**src/sv/pds_pkg.sv**
```systemverilog
// shared types and constants for the projectile drag step block
package pds_pkg;

  localparam int FRAC_BITS_DEF = 16;

  localparam logic MODE_SQRT = 1'b0;
  localparam logic MODE_DIV  = 1'b1;

  typedef struct packed {
    logic start;
    logic mode;
  } pds_cmd_t;

endpackage

```
**src/sv/pds_serial.sv**
```systemverilog
// shared bit-serial unit: integer square root or restoring division, one bit a cycle
module pds_serial #(
  parameter int FRAC_BITS = pds_pkg::FRAC_BITS_DEF
) (
  input  logic             clk,
  input  logic             rst,
  input  pds_pkg::pds_cmd_t cmd,
  input  logic [63:0]      operand,
  input  logic [30:0]      divisor,
  output logic             done,
  output logic [63:0]      result
);
  import pds_pkg::*;

  localparam int DW = 32 + FRAC_BITS;
  localparam int CW = $clog2(DW);

  logic          busy;
  logic          mode;
  logic [CW-1:0] cnt;
  logic [63:0]   x;
  logic [35:0]   rem;
  logic [63:0]   root;
  logic [35:0]   sh;
  logic [35:0]   trial;
  logic [36:0]   diff;
  logic          ge;

  always_comb begin
    if (mode == MODE_SQRT) begin
      sh    = {rem[33:0], x[63:62]};
      trial = {2'b00, root[31:0], 2'b01};
    end else begin
      sh    = {rem[34:0], x[63]};
      trial = {5'b0, divisor};
    end
    diff = {1'b0, sh} - {1'b0, trial};
    ge   = ~diff[36];
  end

  always_ff @(posedge clk) begin
    if (rst) begin
      busy <= 1'b0;
      done <= 1'b0;
    end else begin
      done <= 1'b0;
      if (cmd.start) begin
        busy <= 1'b1;
        mode <= cmd.mode;
        rem  <= '0;
        root <= '0;
        if (cmd.mode == MODE_SQRT) begin
          x   <= operand;
          cnt <= CW'(31);
        end else begin
          // align the dividend to the top so bits come out msb first
          x   <= operand << (64 - DW);
          cnt <= CW'(DW - 1);
        end
      end else if (busy) begin
        rem  <= ge ? diff[35:0] : sh;
        root <= {root[62:0], ge};
        x    <= (mode == MODE_SQRT) ? {x[61:0], 2'b00} : {x[62:0], 1'b0};
        cnt  <= cnt - CW'(1);
        if (cnt == '0) begin
          busy <= 1'b0;
          done <= 1'b1;
        end
      end
    end
  end

  assign result = root;

endmodule
```
**config.mk**
```make
export PLATFORM = sky130hd
export DESIGN_NAME = pds_serial
export DESIGN_NICKNAME = d
export VERILOG_FILES = /design/src/sv/pds_pkg.sv /design/src/sv/pds_serial.sv
export SDC_FILE = /design/constraint.sdc
export NUM_CORES = 1
export LEC_CHECK = 0
export BUFFER_PORTS_ARGS = -buffer_cell sky130_fd_sc_hd__buf_2
export CORE_ASPECT_RATIO = 1.25
export CORE_UTILIZATION = 30
export DETAILED_ROUTE_END_ITERATION = 10
export PLACE_DENSITY = 0.48
export SYNTH_ARGS = -nofsm -noshare
export SYNTH_HDL_FRONTEND = slang
export SYNTH_SLANG_ARGS = --single-unit
```
**constraint.sdc**
```tcl
create_clock -name clk -period 10.9 [get_ports clk]
set_input_delay 1.635 -clock clk [delete_from_list [all_inputs] [get_ports clk]]
set_output_delay 1.635 -clock clk [all_outputs]
set_load 0.01 [all_outputs]
```
* Word level (Yosys, flattened, before mapping)
Cells that the tools add are included.
** Word-level totals
- Bits in registers :: 172
- Bits of input ports :: 99
- Output and inout port bits :: 65
- Logic and storage cells :: 33
** Cells by class
- Add/sub/neg operators :: 2
- Muxes and demuxes :: 16
- Bitwise logic cells :: 3
- Reductions and logical operators :: 5
** Operator list (count)
- 2-to-1 mux 64 bit :: 5
- 2-to-1 mux 35 bit :: 2
- subtractor 36 x 34 -> 37 bit :: 1
- 2-to-1 mux 36 bit :: 1
- 2-to-1 mux 34 bit :: 1
- 2-to-1 mux 6 bit :: 3
- logical NOT 6 bit :: 1
- subtractor 6 x 1 -> 6 bit (second input constant) :: 1
- 2-to-1 mux 1 bit :: 4
- AND reduction 2 bit :: 2
- NOT 1 bit :: 3
- OR reduction 3 bit :: 1
- nonzero test 2 bit :: 1

* Logic depth before layout (Yosys ltp)
Gate-level depths: netlist of run 1.
- Depth in word-level cells :: 4
- Gate-level depth with buffers :: 17

* Worst setup path after synthesis of run 1
No wires, ideal clock.
- Kind :: input to register
- Start :: in cmd[1] (netlist bit)
- End :: reg cnt[0], enable pin
- Arrival time :: 9.221 ns
- Required time :: 10.199 ns
- Slack :: 0.978 ns
- Cell stages on the path :: 4
- Path buffers :: 2
- Path through :: clkbuf_1 -> clkbuf_1 -> nor2_1 -> nor2_1
** Between the ends
- Word-level cells in the longest chain between the ends :: 2
** Ends and longest elaborated chain
- start: declaration :: line pds_serial.sv:7 : input pds_pkg::pds_cmd_t cmd,
- nonzero test 2 bit (no line)
- AND reduction 2 bit (no line)
- end signal: assignment :: line pds_serial.sv:58 : cnt <= CW'(DW - 1);
- end signal: assignment :: line pds_serial.sv:64 : cnt <= cnt - CW'(1);
- end: declaration :: line pds_serial.sv:20 : logic [CW-1:0] cnt;
Every way passes these cells.
A chain may end at the register's enable or synchronous reset.

* Worst setup path after layout of run 1
- Start :: reg mode
- End :: reg rem[19], data pin
** Between the ends
- Word-level cells in the longest chain between the ends :: 4
- Elaborated cells between the ends (all ways) :: 5
- Classes of those cells :: add/sub: 1; mux: 4
** Ends and longest elaborated chain
- start: declaration :: line pds_serial.sv:19 : logic mode;
- start signal: assignment :: line pds_serial.sv:49 : mode <= cmd.mode;
- 2-to-1 mux 36 bit / 2-to-1 mux 34 bit (equally long branches) :: line pds_serial.sv:30 : if (mode == MODE_SQRT) begin
- subtractor 36 x 34 -> 37 bit :: line pds_serial.sv:37 : diff = {1'b0, sh} - {1'b0, trial};
- 2-to-1 mux 35 bit (*) :: line pds_serial.sv:61 : rem <= ge ? diff[35:0] : sh;
- 2-to-1 mux 35 bit (*) :: line pds_serial.sv:60 : end else if (busy) begin
- end signal: assignment :: line pds_serial.sv:61
- end: declaration :: line pds_serial.sv:22 : logic [35:0] rem;
Mark *: on every way between the ends. The rest lies on a longest branch, timed or not. The select of a mux whose other input is x is not followed.

==> reports/qor.yml, run 1 <==
outcome:
  status: "finished clean"
cts:
  clock_path_buffers: 2
  cts.sinks: 172
  post-cts-setup-buffer-count: 0
  cts_buffers: 17
  cts_tree: "built"
  cts_root_buffer: "clkbuf_16"
  htreeDepth: 4
  cts-resized-gates: 0
  cts_hold_buf: 0
  cts.clk_slew.worst_paths_ns: 0.07
  insertion_delay_ns: 0.46
global_routing:
  track_usage_pct: 16.0
  antenna_found_initial: 2
  grt-ovfl-total: 0
  grt_pass1_wl_um: 46400
  grt_max_degree: 158
  grt_pass1_vias: 8244
sta:
  grt_setup_unrepaired: "false"
  setup_viol: 0
  fmax_mhz: 200
  worstMarginPinSlew_ns: 0.997
  setup_ws_ns: 5.89
  slew_violations: 0
  timing.final.crit_share_pct: 46.0
  final_hold_viol_count: 0
  fin_skew_ns: 0.0120
  min_period_ns: 5.01
  relSlewSlack_pct: 33.5
  whs_ns: 0.486
  tns_ns: 0
synthesis:
  synth.largest_area_cell: "edfxtp_1"
  muxShareOfSynthArea_pct: 12.0
  synthFlopType: "edfxtp_1"
  synth.yosys.seq_area_share_pct: 47.2
  synth_simple_gate_area_share_pct: 14.2
  synth_nets: 1141
  synth_fa_ha_area_share_pct: 4.31
  ys_warn_count: 0
  synth_area_per_cell_um2: 10.9
  synth_top_family_by_area: "compound AO/OA/AOI/OAI gates"
  async_flop_share_pct: 0
  synth_compound_area_share_pct: 16.7
  syn_inst: 1005
  ys_ff_latch: 172
  synth.area.top_cells: "edfxtp_1 47%, mux2i_1 8.5%, nor2b_1 6.7%, a21oi_1 4.5%, ha_1 4.1%"
  synth_area_um2: 10900
  synth_top_area_share_pct: 46.8
  ys_types: 72
  synth-xor-area-share_pct: 2.17
  synth_edf_count: 170
setup_path:
  cp.required_ns: 11.17
  reg2reg_setup_slack_ns: 5.89
  crit_path_start_kind: "flip-flop"
  crit_fanout: 64
  cpPeakStageDelay_ns: 0.89
  crit_type: "flip-flop to flip-flop"
  path_cells: "buf_4 > mux2i_1 > ha_1 > inv_1 > fa_1 > a21o_1 > a22o_1 > and3_4 > o31ai_4 > nand3_2 > nand3_4 > nand2_1 > a211oi_1"
  arrival_ns: 5.28
  cp-end-kind: "flip-flop"
  crit_slowest_cell: "edfxtp_1"
die:
  fp.dieW_um: 173
  io_pins: 164
  fp.dieArea_um2: 37100
  core_area_um2: 35600
  die_h_um: 215
  rows: 77
  start_util_pct: 30.7
placement:
  place_area_um2: 12100
  hpwlAfterDp_um: 19900
  port-buffer-count: 163
  place_congestion: 0.827
  post-place-ws_ns: 5.83
  dp_cells: 1580
layout:
  layout-drive-gt1-share_pct: 23.0
  nets: 1261
  utilization_pct: 35.8
  num-fill-cells: 3639
  areaGrowthSynthToFinish_pct: 16.6
  multi_input_area_um2: 5410
  n_antenna_cell: 0
  fin_area_um2: 12700
  register_area_um2: 5140
  instances_no_fill: 1612
power_and_ir_drop:
  p_leak_nw: 4.89
  ir_worst_vdd_uv: 77.8
  pwr_density_cell_nw_per_um2: 164
  p_total_mw: 2.08
job:
  max_cap_violations: 0
route:
  dr.pass1.iters: 5
  wl_per_cell_um: 18.2
  drt-initial-drc-count: 494
  drc_errors: 0
  ant_nets: 0
  vias_per_cell: 5.06
  routed_wl_um: 29400
  num_vias: 8152
hold_path:
  hold_path.class: "flip-flop to flip-flop"
## critical path: cells and delay by family (launching register included)
family | cells | cell delay (ns)
and+or+nand+nor | 4 | 1.11
adders and majority gates | 2 | 0.60
AOI/OAI and AO/OA | 4 | 0.96
DFF | 1 | 0.89
buffers and inverters | 2 | 0.90
muxes | 1 | 0.32
## metal layers
metal | vias up | track usage (%) | wire [µm]
li1 | 4026 | - | -
met1 | 3957 | 20.2 | 13200
met2 | 133 | 27.0 | 14800
met3 | 32 | 2.95 | 839
met4 | 4 | 5.63 | 536
met5 | - | 0 | 23
## power by group
part	internal, mW	leakage, nW	switching [mW]
Sequential	0.804	1.66	0.0301
Combinational	0.251	2.94	0.342
Clock	0.366	0.287	0.291
## sequential cells by signal, indices dropped and copies added (netlist names)
signal / cells
result: 64
mode: 1
cnt: 6
rem: 35
x: 64
done: 1
busy: 1
## synth_stat cells, drive strengths merged (7+ instances only)
master / n
nor3: 15
nor2: 24
a21o: 13
a211oi: 55
nand2: 50
inv: 16
mux2i: 93
a31oi: 7
o22ai: 10
clkbuf: 50
xor2: 10
buf: 21
a21oi: 99
nand3: 34
xnor2: 17
o21ai: 47
edfxtp: 170
and3: 12
ha: 36
nor2b: 116
mux2: 34
## worst paths after layout
path	start	end	depth (start not counted)
worst min register to register	busy	done	1
worst max-delay path	mode	rem[19]	13
worst min-delay path	busy	done	1
worst max register to register	mode	rem[19]	13
## layout make-up
type	count	share of cell area [%]
Clock inverter	14	1.44
Multi-Input combinational cell	745	42.5
Inverter	17	0.502
Sequential cell	172	40.4
Timing Repair Buffer	172	7.09
Clock buffer	18	3.37
Tap cell	474	4.66
## kinds of logic (layout without fill, tap and decap cells)
kind of cell / count (synthesis) / after routing
muxes: 127 / 127
adders and majority gates: 37 / 37
AOI/OAI and AO/OA: 275 / 275
DFF: 172 / 172
and+or+nand+nor: 279 / 279
buffers and inverters: 88 / 221
xor gates and xnor gates: 27 / 27
## layout by cell type (no fill, tap or decap), drive strengths merged, types with 2 or more instances in the layout
cell type,instances
buf,172
edfxtp,170
nor2b,116
a21oi,99
mux2i,93
a211oi,55
nand2,50
o21ai,47
ha,36
mux2,34
nand3,34
nor2,24
inv,21
clkbuf,18
xnor2,17
nor3,15
a21o,13
and3,12
xor2,10
o22ai,10
a31oi,7
nand2b,6
o21bai,6
nand4,6
o21a,6
o211ai,6
or3,5
clkinvlp,4
o31ai,4
and2,3
a21boi,3
bufinv,3
clkinv,3
nor3b,2
a221o,2
or2,2
dfxtp,2
a31o,2
Note: power is estimated with default switching activity, not from simulation.
==> inputs of run 2 (changes only) <==
--- a/config.mk
+++ b/config.mk
@@ -9,7 +9,7 @@
 export CORE_ASPECT_RATIO = 1.25
 export CORE_UTILIZATION = 30
 export DETAILED_ROUTE_END_ITERATION = 10
-export PLACE_DENSITY = 0.48
+export PLACE_DENSITY = 0.5
 export SYNTH_ARGS = -nofsm -noshare
 export SYNTH_HDL_FRONTEND = slang
 export SYNTH_SLANG_ARGS = --single-unit
==> constraint.sdc (replaced) <==
create_clock -name clk -period 4.15 [get_ports clk]
set_input_delay 0.6225 -clock clk [delete_from_list [all_inputs] [get_ports clk]]
set_output_delay 0.6225 -clock clk [all_outputs]
set_load 0.01 [all_outputs]
==> reports/qor.yml, run 2 (synthesized netlist as in run 1, its figures left out) <==
setup_path:
  cp_num_buf_inv: 1  # -1
  cp-end-kind: "flip-flop"
  startpoint: "mode"
  crit_path_start_kind: "flip-flop"
  crit_type: "flip-flop to flip-flop"
  r2r-start: "mode"
  crit_fanout: 36  # -44%
  arrival_ns: 4.04  # -1.24 ns
  cpPeakStageDelay_ns: 0.48  # -0.41 ns
  cp.required_ns: 4.43  # -6.74 ns
  crit_slowest_cell: "edfxtp_1"
  path_cells: "buf_12 > mux2_2 > ha_1 > a21o_1 > a21oi_2 > o221ai_2 > o31ai_4 > nand3_2 > nand3_4 > nand2_1 > a211oi_1"
  cp.depth: 11  # -2
  ff2ff_path_depth: 11  # -2
  path_delay_family: "compound AO/OA/AOI/OAI gates"
power_and_ir_drop:
  seqPwrFrac_pct: 40.6  # +0.6 points
  comb_power_share_pct: 29.1  # +0.6 points
  p_leak_nw: 4.92  # +0.61%
  pwr_density_cell_nw_per_um2: 422  # +160%
  pwr-share-clk_pct: 30.3  # -1.2 points
  p_sw_mw: 1.71  # +160%
  switching_share_pct: 31.8  # about the same
  p_int_mw: 3.67  # +160%
  ir_worst_vdd_uv: 219  # +180%
global_routing:
  grt_max_degree: 150  # -5.1%
  antenna_found_initial: 3  # +1
  grt-ovfl-total: 0  # unchanged
  track_usage_pct: 15.6  # -0.37 points
  grt_pass1_wl_um: 45100  # -2.8%
  grt_pass1_vias: 8160  # -1.0%
layout:
  nets: 1268  # +0.56%
  layout-drive-gt1-share_pct: 23.2  # +0.21 points
  areaGrowthSynthToFinish_pct: 17.1
  mostFrequentLayoutCell: "edfxtp_1"
  utilization_pct: 35.9  # +0.14 points
  mostFrequentLayoutCells: "170 x edfxtp_1, 162 x buf_2, 116 x nor2b_1, 98 x a21oi_1, 93 x mux2i_1"
  n_antenna_cell: 0  # unchanged
cts:
  cts_root_buffer: "clkbuf_16"
  htreeDepth: 4  # unchanged
  cts.sinks: 172  # unchanged
  post-cts-setup-buffer-count: 0  # unchanged
  cts_tree: "built"
  cts_hold_buf: 0  # unchanged
  clock_path_buffers: 2  # unchanged
  insertion_delay_ns: 0.45  # about the same
  cts-resized-gates: 0  # unchanged
  cts.clk_slew.worst_paths_ns: 0.07  # about the same
  cts_buffers: 17  # unchanged
sta:
  slew_violations: 0  # unchanged
  final_hold_viol_count: 0  # unchanged
  grt_setup_unrepaired: "false"
  setup_viol: 0  # unchanged
  setup_ws_ns: 0.386  # -5.50 ns
  timing.final.crit_share_pct: 90.7  # +45 points
  min_period_ns: 3.76  # -1.25 ns
  relSlewSlack_pct: 24.2  # -9.3 points
  fin_skew_ns: 0.00740  # -0.00457 ns
  tns_ns: 0  # unchanged
  fmax_mhz: 266  # +33%
  whs_ns: 0.408  # -0.0784 ns
  worstMarginPinSlew_ns: 1.14  # +0.140 ns
hold_path:
  holdPathStages: 2  # +1
  hold_path.class: "primary input to flip-flop"
  min_from: "rst"
outcome:
  status: "finished clean"
die:
  io_pins: 164  # unchanged
  fp.dieW_um: 173  # unchanged
  fp.dieArea_um2: 37100  # unchanged
  start_util_pct: 30.7  # unchanged
  rows: 77  # unchanged
  die_h_um: 215  # unchanged
  core_area_um2: 35600  # unchanged
route:
  num_vias: 8202  # +0.61%
  ant_nets: 0  # unchanged
  drt-initial-drc-count: 429  # -13%
  routed_wl_um: 28700  # -2.5%
  drc_errors: 0  # unchanged
  dr.pass1.iters: 5  # unchanged
  wl_per_cell_um: 17.7  # -3.0%
  vias_per_cell: 5.07  # +0.18%
job:
  max_cap_violations: 0  # unchanged
placement:
  post-place-ws_ns: 0.371  # -5.46 ns
  place_congestion: 0.819  # -0.93%
  hpwlAfterDp_um: 19800  # about the same
  port-buffer-count: 163  # unchanged
run 2: cell count changes in the layout (fill, tap and decap cells not counted), sizes merged:
cell / delta
inv: -1
bufinv: -1
clkinvlp: -1
clkinv: +3
buf: +7
run 2: worst paths after layout:
check / endpoint / slack, ns
min: done / 0.41
min reg2reg: done / 0.49
max reg2reg: rem[29] / 0.39
max: rem[29] / 0.39
run 2: final cells by class:
| cell class | count | area (µm²) |
|---|---|---|
| timing repair buffer | 179 | 992 |
| clock inverter | 14 | 143 |
| fill | 3579 | 22800 |
| tap | 474 | 593 |
| sequential | 172 | 5140 |
| inverter | 17 | 63.8 |
| multi-input combinational | 745 | 5410 |
| clock buffer | 18 | 429 |
run 2: power groups by stage:
stage | logic [mW] | registers (mW) | clock network (mW)
after floorplan | 1.16 | 2.22 | 0
after global placement | 1.57 | 2.23 | 0
after detailed placement | 1.57 | 2.22 | 0
after CTS | 1.58 | 2.19 | 1.68
after global routing | 1.75 | 2.21 | 1.73
final | 1.57 | 2.18 | 1.63
run 2: layer usage:
metal | GRT usage (%) | part of all wire, %
met1 | 19.1 | 44
met2 | 26.4 | 50
met3 | 3.10 | 3.2
met4 | 6.88 | 2.7
met5 | 0 | 0.12
run 2: per-stage QoR:
step                std cells  power (mW)  area [µm²]
finish                   1619        5.39       12800
global route             1619        5.68       12800
CTS                      1619        5.45       12800
detailed placement       1587        3.80       12200
global placement         1587        3.80       12200
floorplan                1005        3.38       10900
==> inputs of run 3 (changes only) <==
--- a/config.mk
+++ b/config.mk
@@ -7,6 +7,7 @@
 export LEC_CHECK = 0
 export BUFFER_PORTS_ARGS = -buffer_cell sky130_fd_sc_hd__buf_2
 export CORE_ASPECT_RATIO = 1.25
+export CORE_MARGIN = 3
 export CORE_UTILIZATION = 30
 export DETAILED_ROUTE_END_ITERATION = 10
 export PLACE_DENSITY = 0.5
==> reports/qor.yml, run 3 (synthesized netlist as in run 1, its figures left out) <==
placement:
  hpwlAfterDp_um: 20900  # +5.6%
  place_congestion: 0.850  # +3.7%
  place_area_um2: 12300  # +0.47%
  post-place-ws_ns: 0.234  # -0.137 ns
  port-buffer-count: 163  # unchanged
layout:
  nets: 1274  # +0.47%
  mostFrequentLayoutCell: "edfxtp_1"
  areaGrowthSynthToFinish_pct: 17.7
  multi_input_area_um2: 5410  # about the same
  num-fill-cells: 3621  # +1.2%
  register_area_um2: 5140  # unchanged
  fin_area_um2: 12800  # +0.51%
  mostFrequentLayoutCells: "170 x edfxtp_1, 162 x buf_2, 116 x nor2b_1, 98 x a21oi_1, 93 x mux2i_1"
  layout-drive-gt1-share_pct: 24.0  # +0.75 points
  n_antenna_cell: 0  # unchanged
route:
  ant_nets: 0  # unchanged
  dr.pass1.iters: 4  # -1
  vias_per_cell: 5.08  # +0.29%
  wl_per_cell_um: 18.2  # +2.8%
  drt-initial-drc-count: 436  # +1.6%
  drc_errors: 0  # unchanged
  routed_wl_um: 29600  # +3.2%
  num_vias: 8256  # +0.66%
global_routing:
  grt_max_degree: 105  # -30%
  antenna_found_initial: 0  # -3
  grt_pass1_wl_um: 46400  # +2.9%
  grt-ovfl-total: 0  # unchanged
  track_usage_pct: 15.3  # -0.25 points
  grt_pass1_vias: 8331  # +2.1%
setup_path:
  crit_path_start_kind: "flip-flop"
  cp.required_ns: 4.33  # -0.10 ns
  cp-end-kind: "flip-flop"
  timing.critical_path.mode_cell: "and3_4"
  crit_slowest_cell: "fa_1"
  crit_fanout: 36  # unchanged
  cp_num_buf_inv: 1  # unchanged
  crit_type: "flip-flop to flip-flop"
  cpPeakStageDelay_ns: 0.47  # about the same
  path_cells: "buf_12 > mux2_2 > fa_1 > a21o_1 > a22o_1 > and3_4 > o31ai_4 > nand3_2 > and3_4 > o21ai_4 > o22ai_1"
  path_delay_family: "compound AO/OA/AOI/OAI gates"
  arrival_ns: 3.97  # -0.07 ns
die:
  io_pins: 164  # unchanged
  fp.dieArea_um2: 38700  # +4.2%
  rows: 77  # unchanged
  core_area_um2: 35600  # +0.27%
  die_h_um: 219  # +1.9%
  fp.dieW_um: 177  # +2.3%
  start_util_pct: 30.6  # -0.083 points
cts:
  cts_buffers: 17  # unchanged
  cts.clk_slew.worst_paths_ns: 0.07  # about the same
  cts_root_buffer: "clkbuf_16"
  insertion_delay_ns: 0.45  # about the same
  cts.sinks: 172  # unchanged
  htreeDepth: 4  # unchanged
  post-cts-setup-buffer-count: 0  # unchanged
  cts_tree: "built"
  clock_path_buffers: 2  # unchanged
sta:
  fmax_mhz: 264  # -0.52%
  worstMarginPinSlew_ns: 0.991  # -0.146 ns
  setup_ws_ns: 0.367  # -0.0196 ns
  fin_skew_ns: 0.00823  # +0.000827 ns
  min_period_ns: 3.78  # +0.0196 ns
  slew_violations: 0  # unchanged
  final_hold_viol_count: 0  # unchanged
  grt_setup_unrepaired: "false"
  tns_ns: 0  # unchanged
  setup_viol: 0  # unchanged
  timing.final.crit_share_pct: 91.2  # +0.47 points
  relSlewSlack_pct: 33.9  # +9.7 points
hold_path:
  hold_path.class: "primary input to flip-flop"
job:
  max_cap_violations: 0  # unchanged
power_and_ir_drop:
  ir_worst_vdd_uv: 249  # +13%
  p_leak_nw: 4.96  # +0.80%
  pwr_density_cell_nw_per_um2: 420  # -0.48%
outcome:
  status: "finished clean"
==> run 3: per-layer routing <==
metal | track usage [%] | vias up | wire, µm
li1 | - | 4045 | -
met1 | 19.6 | 4008 | 13300
met2 | 26.6 | 171 | 14700
met3 | 2.96 | 32 | 1040
met4 | 3.96 | 0 | 491
met5 | 0 | - | 0
==> run 3: final timing paths <==
kind | start | to | slack (ns) | cells past startpoint
setup reg to reg | mode | rem[23] | 0.37 | 11
setup / recovery | mode | rem[23] | 0.37 | 11
hold reg to reg | busy | done | 0.52 | 1
hold / removal | rst | done | 0.43 | 2
==> run 3: cell type report <==
type / instances / area share, %
tap: 474 / 4.62
inverter: 17 / 0.497
multi-input combinational: 745 / 42.1
timing repair buffer: 185 / 8.18
clock inverter: 15 / 1.18
sequential: 172 / 40.1
clock buffer: 17 / 3.31
==> run 3: repair_timing <==
item / in CTS / in global routing
endpoints found under the setup margin: 0 / 10
hold buffers: 0 / 0
gates resized for setup: 0 / 2
==> run 3: power by group <==
part | internal [mW] | leakage [nW] | total [mW] | switching (mW)
sequential | 2.11 | 1.66 | 2.18 | 0.0747
clock | 0.802 | 0.277 | 1.62 | 0.818
combinational | 0.678 | 3.02 | 1.58 | 0.905
==> run 3: worst register-to-register path, stage by stage (launching register included) <==
cell,delay [ns]
edfxtp_1,0.46
buf_12,0.26
mux2_2,0.42
fa_1,0.47
a21o_1,0.23
a22o_1,0.20
and3_4,0.21
o31ai_4,0.23
nand3_2,0.19
and3_4,0.36
o21ai_4,0.34
o22ai_1,0.15
==> run 3: stage by stage <==
| stage | cells | util (%) | power (mW) | hold slack [ns] |
|---|---|---|---|---|
| 2_1_floorplan | 1005 | - | 3.38 | 0.458 |
| 3_3_place_gp | 1593 | 34.4 | 3.80 | 0.530 |
| 5_1_grt | 1625 | 36.0 | 5.70 | 0.415 |
| 3_5_place_dp | 1593 | 34.4 | 3.81 | 0.526 |
| 6_report | 1625 | 36.0 | 5.39 | 0.427 |
| 4_1_cts | 1625 | 36.0 | 5.46 | 0.412 |
